### config.mk
export PLATFORM = sky130hd
export DESIGN_NAME = bmp_threshold_blit_writer_core
export DESIGN_NICKNAME = d
export VERILOG_FILES = /design/src/sv/btbw_pkg.sv /design/src/sv/bmp_threshold_blit_writer_core.sv
export SDC_FILE = /design/constraint.sdc
export NUM_CORES = 1
export LEC_CHECK = 0
export BUFFER_PORTS_ARGS = -buffer_cell sky130_fd_sc_hd__buf_2
export CORE_MARGIN = 3
export CORE_UTILIZATION = 45
export CTS_BUF_LIST = sky130_fd_sc_hd__clkbuf_16
export DETAILED_ROUTE_END_ITERATION = 12
export PLACE_DENSITY_LB_ADDON = 0.08
export SYNTH_ARGS = -nofsm -noshare
export SYNTH_HDL_FRONTEND = slang
export SYNTH_SLANG_ARGS = --single-unit
### constraint.sdc
create_clock -name clk -period 6.2 [get_ports clk]
set_input_delay 1.24 -clock clk [delete_from_list [all_inputs] [get_ports clk]]
set_output_delay 1.24 -clock clk [all_outputs]
set_load 0.1 [all_outputs]
### src/sv/btbw_pkg.sv
// Package: shared types and constants for the BMP threshold blit writer.
`timescale 1ns / 1ps

package btbw_pkg;

    // Header byte positions within the BMP file
    localparam logic [11:0] HDR_OFFSET_POS = 12'd10;
    localparam logic [11:0] HDR_WIDTH_POS  = 12'd18;
    localparam logic [11:0] HDR_HEIGHT_POS = 12'd22;
    localparam logic [11:0] BYTE_COUNT_MAX = 12'd4095;

    // Lowest data offset that does not overlap the header
    localparam logic [7:0] MIN_OFFSET = 8'd23;

    // Gray level ceiling for the threshold
    localparam logic [3:0] MAX_LEVEL = 4'd14;

    // Register indexes (byte address / 4)
    localparam logic [1:0] REG_X_POSITION = 2'd0;
    localparam logic [1:0] REG_Y_POSITION = 2'd1;
    localparam logic [1:0] REG_THRESHOLD  = 2'd2;

    // One framebuffer write word
    typedef struct packed {
        logic [8:0] pixel_address;
        logic [2:0] bit_index;
        logic       pixel_on;
        logic       rejected;
        logic       run_last;
    } result_t;

endpackage

### src/sv/bmp_threshold_blit_writer_core.sv
// Top level: BMP 4 bpp to 1 bpp threshold blitter with APB register port.
`timescale 1ns / 1ps

// Takes a bottom-up 4 bpp BMP file one byte per input word and turns each
// pixel-data byte into two framebuffer bit writes (left pixel from the high
// nibble first). Header and skipped bytes (before the data offset, row
// padding, after the last row) give no output and are taken at one per cycle
// while in_ready is high. A pixel-data byte gives two output words, and the
// single output port delivers one word per cycle while out_ready is high.
// A two-entry result buffer sits between the decode logic and the output
// port; a new byte is taken when the buffer is empty or is being drained
// to empty in the same cycle. A failed clip check at byte 22 gives a single
// rejected word and the rest of the file is swallowed. After the byte
// flagged end_of_file all parse state returns to reset; registers keep their
// values. Registers: x_position at 0x0, y_position at 0x4, threshold at 0x8.
module bmp_threshold_blit_writer_core
    import btbw_pkg::*;
#(
    parameter int SCREEN_WIDTH  = 84,
    parameter int SCREEN_HEIGHT = 48
)
(
    input  logic        clk,
    input  logic        rst_n,

    // Input byte stream
    input  logic        in_valid,
    output logic        in_ready,
    input  logic [7:0]  file_byte,
    input  logic        end_of_file,

    // Framebuffer write stream
    output logic        out_valid,
    input  logic        out_ready,
    output logic [8:0]  pixel_address,
    output logic [2:0]  bit_index,
    output logic        pixel_on,
    output logic        rejected,
    output logic        run_last,

    // Register port
    input  logic        psel,
    input  logic        penable,
    input  logic        pwrite,
    input  logic [3:0]  paddr,
    input  logic [31:0] pwdata,
    output logic [31:0] prdata,
    output logic        pready
);

    localparam int PAGES  = (SCREEN_HEIGHT + 7) / 8;
    localparam int PAGE_W = (PAGES > 1) ? $clog2(PAGES) : 1;

    // Registers
    logic [7:0] x_position_reg;
    logic [7:0] y_position_reg;
    logic [3:0] threshold_reg;

    // Parse state
    logic [11:0]       byte_count_reg,   byte_count_next;
    logic [7:0]        image_width_reg,  image_width_next;
    logic [7:0]        image_height_reg, image_height_next;
    logic [7:0]        data_offset_reg,  data_offset_next;
    logic [2:0]        line_in_page_reg, line_in_page_next;
    logic [PAGE_W-1:0] page_row_reg,     page_row_next;
    logic [6:0]        pair_in_row_reg,  pair_in_row_next;
    logic [1:0]        pad_left_reg,     pad_left_next;
    logic [7:0]        rows_left_reg,    rows_left_next;
    logic              blocked_reg,      blocked_next;

    // Result buffer
    result_t    slot0_reg, slot1_reg;
    logic [1:0] count_reg;

    logic       in_fire, out_fire, cfg_we;
    logic [1:0] push_n;
    result_t    res0, res1;

    logic        fails;
    logic [9:0]  x_plus_w;
    logic [8:0]  y_plus_1;
    logic [3:0]  thr_sat;
    logic [15:0] base_sum;
    logic [6:0]  half;
    logic [7:0]  pair_inc;

    assign pready   = 1'b1;
    assign cfg_we   = psel && penable && pwrite;
    assign out_valid = (count_reg != 2'd0);
    assign out_fire = out_valid && out_ready;
    assign in_ready = (count_reg == 2'd0) || ((count_reg == 2'd1) && out_ready);
    assign in_fire  = in_valid && in_ready;

    assign pixel_address = slot0_reg.pixel_address;
    assign bit_index     = slot0_reg.bit_index;
    assign pixel_on      = slot0_reg.pixel_on;
    assign rejected      = slot0_reg.rejected;
    assign run_last      = slot0_reg.run_last;

    // Register write
    always_ff @(posedge clk or negedge rst_n)
    begin
        if (!rst_n)
        begin
            x_position_reg <= '0;
            y_position_reg <= '0;
            threshold_reg  <= '0;
        end
        else if (cfg_we)
        begin
            unique case (paddr[3:2])
                REG_X_POSITION: x_position_reg <= pwdata[7:0];
                REG_Y_POSITION: y_position_reg <= pwdata[7:0];
                REG_THRESHOLD:  threshold_reg  <= pwdata[3:0];
                default: ;
            endcase
        end
    end

    // Register read
    always_comb
    begin
        unique case (paddr[3:2])
            REG_X_POSITION: prdata = {24'd0, x_position_reg};
            REG_Y_POSITION: prdata = {24'd0, y_position_reg};
            REG_THRESHOLD:  prdata = {28'd0, threshold_reg};
            default:        prdata = 32'd0;
        endcase
    end

    // Clip checks, evaluated with the height byte on the input
    assign x_plus_w = {2'b00, x_position_reg} + {2'b00, image_width_reg};
    assign y_plus_1 = {1'b0, y_position_reg} + 9'd1;
    assign fails = (file_byte == 8'd0)
                || image_width_reg[0]
                || (x_plus_w > 10'(SCREEN_WIDTH))
                || (y_plus_1 < {1'b0, file_byte})
                || ({1'b0, y_position_reg} >= 9'(SCREEN_HEIGHT))
                || (data_offset_reg < MIN_OFFSET);

    // Pixel address and threshold
    assign thr_sat  = (threshold_reg > MAX_LEVEL) ? MAX_LEVEL : threshold_reg;
    assign base_sum = {8'd0, x_position_reg} + {8'd0, pair_in_row_reg, 1'b0}
                    + (16'(SCREEN_WIDTH) * 16'(page_row_reg));
    assign half     = image_width_reg[7:1];
    assign pair_inc = {1'b0, pair_in_row_reg} + 8'd1;

    // Byte decode and state update
    always_comb
    begin
        byte_count_next   = (byte_count_reg < BYTE_COUNT_MAX) ?
                            byte_count_reg + 12'd1 : byte_count_reg;
        image_width_next  = image_width_reg;
        image_height_next = image_height_reg;
        data_offset_next  = data_offset_reg;
        line_in_page_next = line_in_page_reg;
        page_row_next     = page_row_reg;
        pair_in_row_next  = pair_in_row_reg;
        pad_left_next     = pad_left_reg;
        rows_left_next    = rows_left_reg;
        blocked_next      = blocked_reg;
        push_n            = 2'd0;
        res0              = '0;
        res1              = '0;

        if (byte_count_reg == HDR_OFFSET_POS)
        begin
            data_offset_next = file_byte;
        end
        else if (byte_count_reg == HDR_WIDTH_POS)
        begin
            image_width_next = file_byte;
        end
        else if (byte_count_reg == HDR_HEIGHT_POS)
        begin
            image_height_next = file_byte;
            if (fails)
            begin
                blocked_next   = 1'b1;
                rows_left_next = '0;
                res0.rejected  = 1'b1;
                res0.run_last  = 1'b1;
                push_n         = 2'd1;
            end
            else
            begin
                line_in_page_next = y_position_reg[2:0];
                page_row_next     = PAGE_W'(y_position_reg >> 3);
                pair_in_row_next  = '0;
                pad_left_next     = '0;
                rows_left_next    = (image_width_reg == 8'd0) ? 8'd0 : file_byte;
            end
        end
        else if ((byte_count_reg > HDR_HEIGHT_POS) && !blocked_reg
                 && (rows_left_reg != 8'd0)
                 && (byte_count_reg >= {4'd0, data_offset_reg}))
        begin
            if (pad_left_reg != 2'd0)
            begin
                pad_left_next = pad_left_reg - 2'd1;
            end
            else
            begin
                res0.pixel_address = base_sum[8:0];
                res0.bit_index     = line_in_page_reg;
                res0.pixel_on      = (file_byte[7:4] > thr_sat);
                res1.pixel_address = base_sum[8:0] + 9'd1;
                res1.bit_index     = line_in_page_reg;
                res1.pixel_on      = (file_byte[3:0] > thr_sat);
                res1.run_last      = 1'b1;
                push_n             = 2'd2;
                pair_in_row_next   = pair_inc[6:0];
                // End of row: step one line up, skip the row padding
                if (pair_inc >= {1'b0, half})
                begin
                    pair_in_row_next = '0;
                    if (line_in_page_reg != 3'd0)
                    begin
                        line_in_page_next = line_in_page_reg - 3'd1;
                    end
                    else
                    begin
                        line_in_page_next = 3'd7;
                        page_row_next     = page_row_reg - PAGE_W'(1);
                    end
                    rows_left_next = rows_left_reg - 8'd1;
                    pad_left_next  = 2'd0 - half[1:0];
                end
            end
        end

        // Back to header mode after the last byte
        if (end_of_file)
        begin
            byte_count_next   = '0;
            image_width_next  = '0;
            image_height_next = '0;
            data_offset_next  = '0;
            line_in_page_next = '0;
            page_row_next     = '0;
            pair_in_row_next  = '0;
            pad_left_next     = '0;
            rows_left_next    = '0;
            blocked_next      = 1'b0;
        end
    end

    // Parse state registers
    always_ff @(posedge clk or negedge rst_n)
    begin
        if (!rst_n)
        begin
            byte_count_reg   <= '0;
            image_width_reg  <= '0;
            image_height_reg <= '0;
            data_offset_reg  <= '0;
            line_in_page_reg <= '0;
            page_row_reg     <= '0;
            pair_in_row_reg  <= '0;
            pad_left_reg     <= '0;
            rows_left_reg    <= '0;
            blocked_reg      <= 1'b0;
        end
        else if (in_fire)
        begin
            byte_count_reg   <= byte_count_next;
            image_width_reg  <= image_width_next;
            image_height_reg <= image_height_next;
            data_offset_reg  <= data_offset_next;
            line_in_page_reg <= line_in_page_next;
            page_row_reg     <= page_row_next;
            pair_in_row_reg  <= pair_in_row_next;
            pad_left_reg     <= pad_left_next;
            rows_left_reg    <= rows_left_next;
            blocked_reg      <= blocked_next;
        end
    end

    // Result buffer occupancy
    always_ff @(posedge clk or negedge rst_n)
    begin
        if (!rst_n)
        begin
            count_reg <= '0;
        end
        else if (in_fire)
        begin
            count_reg <= push_n;
        end
        else if (out_fire)
        begin
            count_reg <= count_reg - 2'd1;
        end
    end

    // Result buffer payload
    always_ff @(posedge clk)
    begin
        if (in_fire && (push_n != 2'd0))
        begin
            slot0_reg <= res0;
            slot1_reg <= res1;
        end
        else if (out_fire)
        begin
            slot0_reg <= slot1_reg;
        end
    end

    // Buffer never holds more than two words
    a_count_range: assert property (@(posedge clk) disable iff (!rst_n)
        count_reg != 2'd3)
        else $error("result buffer overfilled");

    // A full buffer blocks the input
    a_full_stalls: assert property (@(posedge clk) disable iff (!rst_n)
        (count_reg == 2'd2) |-> !in_ready)
        else $error("input taken with full buffer");

    // A pixel byte leaves both writes queued
    a_pair_queued: assert property (@(posedge clk) disable iff (!rst_n)
        (in_fire && (push_n == 2'd2)) |=> (count_reg == 2'd2) && out_valid)
        else $error("pixel pair not queued");

    // A rejected word is alone and carries no pixel
    a_reject_word: assert property (@(posedge clk) disable iff (!rst_n)
        (out_valid && rejected) |->
            (run_last && !pixel_on && (pixel_address == 9'd0) && (bit_index == 3'd0)))
        else $error("malformed rejected word");

    // Once rejected, the file gives no pixel writes
    a_blocked_quiet: assert property (@(posedge clk) disable iff (!rst_n)
        (in_fire && blocked_reg) |-> (push_n == 2'd0))
        else $error("pixel write after rejection");

endmodule
**Word level (Yosys, flattened, before mapping)**

Cells that the tools add are included.

- Logic and storage cells: 183
- Output and inout port bits: 50
- Register bits after elaboration: 103
- Bits of input ports: 52

- Multipliers: 1
- Add/sub/neg operators: 13
- Bitwise operators: 1
- Magnitude comparators: 11
- Multiplexer cells: 75
- Equal/unequal tests: 11
- Reduce and logical (&&, ||, !) cells: 49

Operator list:

| kind | number |
|---|---|
| 8-bit 2-to-1 mux | 14 |
| 15-bit 2-to-1 mux | 4 |
| 7-bit 2-to-1 mux | 8 |
| 3-bit 2-to-1 mux | 18 |
| 13-bit 2-to-1 mux | 3 |
| 2-bit 2-to-1 mux | 17 |
| 12-bit by 5-bit equality test with 1-bit output, second input constant | 2 |
| 12-bit 2-to-1 mux | 2 |
| 8-bit one-hot mux with 3 select lines | 1 |
| 2-bit nonzero test | 10 |
| 8-bit by 8-bit adder with 9-bit output | 2 |
| 6-bit AND reduction | 3 |
| 8-bit zero test | 2 |
| 12-bit by 1-bit adder with 12-bit output, second input constant | 1 |
| 12-bit by 4-bit equality test with 1-bit output, second input constant | 1 |
| 12-bit by 8-bit greater-or-equal comparator with 1-bit output | 1 |
| 12-bit by 5-bit > comparator with 1-bit output, second input constant | 1 |
| 12-bit < comparator, second input constant | 1 |
| 2-bit AND reduction | 5 |
| 8-bit by 1-bit adder with 9-bit output, second input constant | 1 |
| 9-bit by 1-bit adder with 9-bit output, second input constant | 1 |
| 9-bit adder | 1 |
| 9-bit by 7-bit > comparator with 1-bit output, second input constant | 1 |
| 1-bit logical AND | 9 |
| 31 further kinds | 52 |

**Logic depth before layout (Yosys ltp)**

- Depth after elaboration: 13
- Depth in mapped cells: 15
- Depth with buffers taken out: 14

**Worst setup path before layout**

OpenSTA, ideal clock, no wires.

- Kind: input -> output
- Start point: input port paddr[2]
- End point: output port prdata[0]
- Path buffers: 1
- Data required time: 4.960 ns
- Setup slack: 1.072 ns
- Arrival time: 3.888 ns
- Stages on the path: 3
- Cell sequence: buf_1 mux2i_1 o21ai_0

- Word-level cells in the longest chain between the ends: 2
- Elaborated cells on any way between the ends: 4
- Classes of those cells: eq/ne: 2; mux: 1; reduce/logical: 1

Ends and longest elaborated chain:

| item | RTL line | source |
|---|---|---|
| start, declared | bmp_threshold_blit_writer_core.sv:45 | `input logic [3:0] paddr,` |
| 2-bit equality test (tied with other cells) | bmp_threshold_blit_writer_core.sv:123 | `unique case (paddr[3:2])` |
| 8-bit one-hot mux with 3 select lines (*) | bmp_threshold_blit_writer_core.sv:123 |  |
| end, declared | bmp_threshold_blit_writer_core.sv:47 | `output logic [31:0] prdata,` |

Every way passes the cells marked *; elsewhere a longest branch is shown, timed or not.

**Worst setup path in the final report**

- Start point: register x_position_reg[0]
- End point: register slot0_reg, in the netlist pixel_address[8], enable pin

- Word-level cells in the longest chain between the ends: 13

Ends and longest elaborated chain:

| item | RTL line | source |
|---|---|---|
| start, declared | bmp_threshold_blit_writer_core.sv:55 | `logic [7:0] x_position_reg;` |
| start signal, assigned | bmp_threshold_blit_writer_core.sv:112 | `REG_X_POSITION: x_position_reg <= pwdata[7:0];` |
| 8-bit by 8-bit adder with 9-bit output | bmp_threshold_blit_writer_core.sv:132 | `assign x_plus_w = {2'b00, x_position_reg} + {2'b00, image_width_reg};` |
| 9-bit by 7-bit > comparator with 1-bit output | bmp_threshold_blit_writer_core.sv:136 | `\|\| (x_plus_w > 10'(SCREEN_WIDTH))` |
| 1-bit logical OR | bmp_threshold_blit_writer_core.sv:136 |  |
| 1-bit logical OR | bmp_threshold_blit_writer_core.sv:137 | `\|\| (y_plus_1 < {1'b0, file_byte})` |
| 1-bit logical OR | bmp_threshold_blit_writer_core.sv:138 | `\|\| ({1'b0, y_position_reg} >= 9'(SCREEN_HEIGHT))` |
| 1-bit logical OR | bmp_threshold_blit_writer_core.sv:139 | `\|\| (data_offset_reg < MIN_OFFSET);` |
| 1-bit 2-to-1 mux | bmp_threshold_blit_writer_core.sv:177 | `if (fails)` |
| 2-bit 2-to-1 mux | bmp_threshold_blit_writer_core.sv:174 | `else if (byte_count_reg == HDR_HEIGHT_POS)` |
| 2-bit 2-to-1 mux | bmp_threshold_blit_writer_core.sv:170 | `else if (byte_count_reg == HDR_WIDTH_POS)` |
| 2-bit 2-to-1 mux | bmp_threshold_blit_writer_core.sv:166 | `if (byte_count_reg == HDR_OFFSET_POS)` |
| 2-bit nonzero test | bmp_threshold_blit_writer_core.sv:299 | `if (in_fire && (push_n != 2'd0))` |
| 1-bit logical AND | bmp_threshold_blit_writer_core.sv:299 |  |
| 2-bit nonzero test (no line) | -- |  |
| end signal, assigned | bmp_threshold_blit_writer_core.sv:301 | `slot0_reg <= res0;` |
| end signal, assigned | bmp_threshold_blit_writer_core.sv:306 | `slot0_reg <= slot1_reg;` |
| end, declared | bmp_threshold_blit_writer_core.sv:72 | `result_t slot0_reg, slot1_reg;` |

No other way between the ends.
A chain may end at the register's enable or synchronous reset.

==> results.md <==
- Post-synth EDFFs: 29
- Total Neg Setup Slack: 0 ps
- Hold Violations, Final: 0
- Power density cells: 365.7 mW/mm^2
- Top Ports: 102
- First-pass GRT wire length: 28910 um
- Clock Latency Late Sink: about 360 ps
- Post-synthesis mux area share: 0.03696
- Compound-cell area share of the yosys netlist: 0.1614
- Die H: 132.6 um
- Adder-Cell Fraction of Synth Area: 0.1281
- Routability cong.: 0.8747
- Synth top area share: 0.2568
- Initial antenna violation count: 0
- Placement-stage cell area: approximately 0.0075 mm^2
- Synthesized area: 0.007211 mm^2
- Gr usage total: 0.2039
- Antenna Cells: 0
- Post-synthesis sequential area ratio: 0.3776
- CP Class: register to register
- Die Width: roughly 130 um
- Max VDD drop: 167.5 uV
- Detail Route Antenna Nets: 0
- Post-DP HPWL: 13150 um
- Hold Buf Count CTS: 0
- Worst reg2reg setup slack: 1400 ps
- Worst Skew: 7.021 ps
- Largest net degree at the start of global routing: 75
- Combinational family with the most area after synthesis: simple AND/OR/NAND/NOR gates
- Drt first pass iters: 5
- Layout cells sized above 1: 0.1382
- Simple-gate share of the synthesized area: 0.1669
- Remaining DRCs: 0
- Achievable frequency: 208.4 MHz
- Area grow syn2layout: 8.832%
- Maxcap violations: 0
- Setup Fix Bufs, Post-CTS: 0
- Final core occ: 0.5087
- Worst-path fanout max: 18
- Sink Count: between 100 and 150
- Placed cells: 991
- Post-Place Worst Slack: ~1200 ps
- Crit end category: register
- CTS resizes: 0
- Routed len/inst: 17.39 um
- Outcome: finished clean
- Crit-path slowest cell: a2111oi_4
- Iteration-0 DRC Markers: 344
- Number of H-tree levels: 3
- Final #Nets: 912
- Slew HR: 0.3444
- Period Utilization, post-route: 0.7739
- I/O Buffers: 50
- Largest stage delay on the critical path: ~810 ps
- Clock Path Buffers: 2
- Grt total ovfl: 0
- RSZ-0062 raised after global routing: no
- # rows: 45
- Final setup fails: 0
- Worst setup margin: between 1000 and 1500 ps
- Area contributors post-synth: dfrtp_1 (26%), edfxtp_1 (12%), ha_1 (11%), inv_1 (3.6%), xnor2_1 (3.5%)
- Initial core utilization: 0.4674
- Ys flop type: dfrtp_1
- CP required: 6100 ps
- Ys async rst share: 0.7184
- Vias in the first global route: around 5600
- Via-to-Cell Ratio: 5.556
- Post-Route WL: 17510 um
- Clk pin slew, worst setup/hold paths: approximately 70 ps
- Syn Inst Count: between 700 and 800
- Final total power: 2.870 mW
- Pins over their slew limit: 0
- CTS buffer count: 9
- CTS tree: done
- Data arrival, critical path: 4690 ps
- Die area: 0.01758 mm^2
- CP bufs+invs: 0
- Min cycle time layout: 4798 ps
- Worst-Margin Slew: 983.4 ps
- Cell area after layout: 0.007848 mm^2
- Vias after detailed routing: 5595
- Leading area contributor after synthesis: dfrtp_1
- #FFs+latches synth: 103
- Syn Area/Cell: 9.563 um^2
- Crit path cell chain: ha_1, fa_1, a21o_1, a22o_1, o41ai_2, o31ai_1, a2111oi_4, or4_1, nand3_1
- Finished Layout Cells: 1007
- Delay-heaviest family, CP: compound AO/OA/AOI/OAI gates
- Number of flip-flops in the largest register: 14
- Hold WS: roughly 500 ps
- Worst setup SP type: register
- Core Region: 0.01543 mm^2
- Yosys warns: 0
- Hold Crit Class: register to register
- Synth unique cells: 75
- Pleak: 3.572 nW
- Synth Area in XOR/XNOR: 0.04859
- Clk root buf: clkbuf_16
layout by cell type (no fill, tap or decap), types with 27 or more instances in the layout:
master	Yosys	layout
xnor2_1	29	29
nand2_1	47	47
edfxtp_1	29	29
nor3_1	28	28
a21oi_1	29	29
buf_2	5	49
ha_1	61	61
nand3_1	27	27
o21ai_0	49	49
nor2_1	46	46
inv_1	70	71
dfrtp_1	74	74
cells in the mapped netlist, drive strengths merged, types with 10 or more instances:
| library cell | count |
|---|---|
| a21oi | 29 |
| a22o | 14 |
| buf | 34 |
| clkbuf | 16 |
| dfrtp | 74 |
| edfxtp | 29 |
| ha | 61 |
| inv | 70 |
| mux2 | 13 |
| mux2i | 12 |
| nand2 | 48 |
| nand2b | 12 |
| nand3 | 34 |
| nor2 | 47 |
| nor2b | 10 |
| nor3 | 30 |
| o21ai | 59 |
| o31ai | 10 |
| xnor2 | 29 |
| xor2 | 11 |
path summary, 6_finish.rpt:
| check | startpoint | end | cells past startpoint |
|---|---|---|---|
| min in group asynchronous | rst_n | y_position_reg[5] | 1 |
| min | data_offset_reg[4] | data_offset_reg[4] | 1 |
| max reg2reg | x_position_reg[0] | pixel_address[8] | 9 |
| max in group asynchronous | rst_n | count_reg[1] | 1 |
| max | x_position_reg[0] | pixel_address[8] | 9 |
| min reg2reg | data_offset_reg[4] | data_offset_reg[4] | 1 |
per-layer routing:
metal | GRT usage | vias to the layer above | share of wire
met3 | 0.03878 | 26 | 0.035
met1 | 0.2712 | 2754 | 0.46
met2 | 0.3375 | 106 | 0.48
met4 | 0.06467 | 0 | 0.023
met5 | 0 | - | 0
li1 | - | 2709 | -
cells by family (layout without fill, tap and decap cells):
| group | count (synthesis) | after routing |
|---|---|---|
| buf+inv | 120 | 139 |
| flops | 103 | 103 |
| fa+ha+maj | 69 | 69 |
| mux | 25 | 25 |
| compound gates | 167 | 167 |
| simple gates | 228 | 228 |
| other cells | 2 | 25 |
| xor+xnor | 40 | 40 |
layout make-up:
type | instances | area [um^2]
clock buffers | 9 | 225.2
clock inverters | 7 | 96.34
fillers | 1468 | 7580
inverters | 70 | 262.8
multi-input cells | 554 | 4001
flip-flops and latches | 103 | 2723
well taps | 211 | 264.0
repair buffers | 53 | 275.3
power by group:
| group | internal (mW) | total (mW) | switching [mW] |
|---|---|---|---|
| Sequential | 0.794 | 0.914 | 0.120 |
| Clock | 0.356 | 0.628 | 0.272 |
| Combinational | 0.431 | 1.33 | 0.897 |
Note: power is estimated with default switching activity, not from simulation.
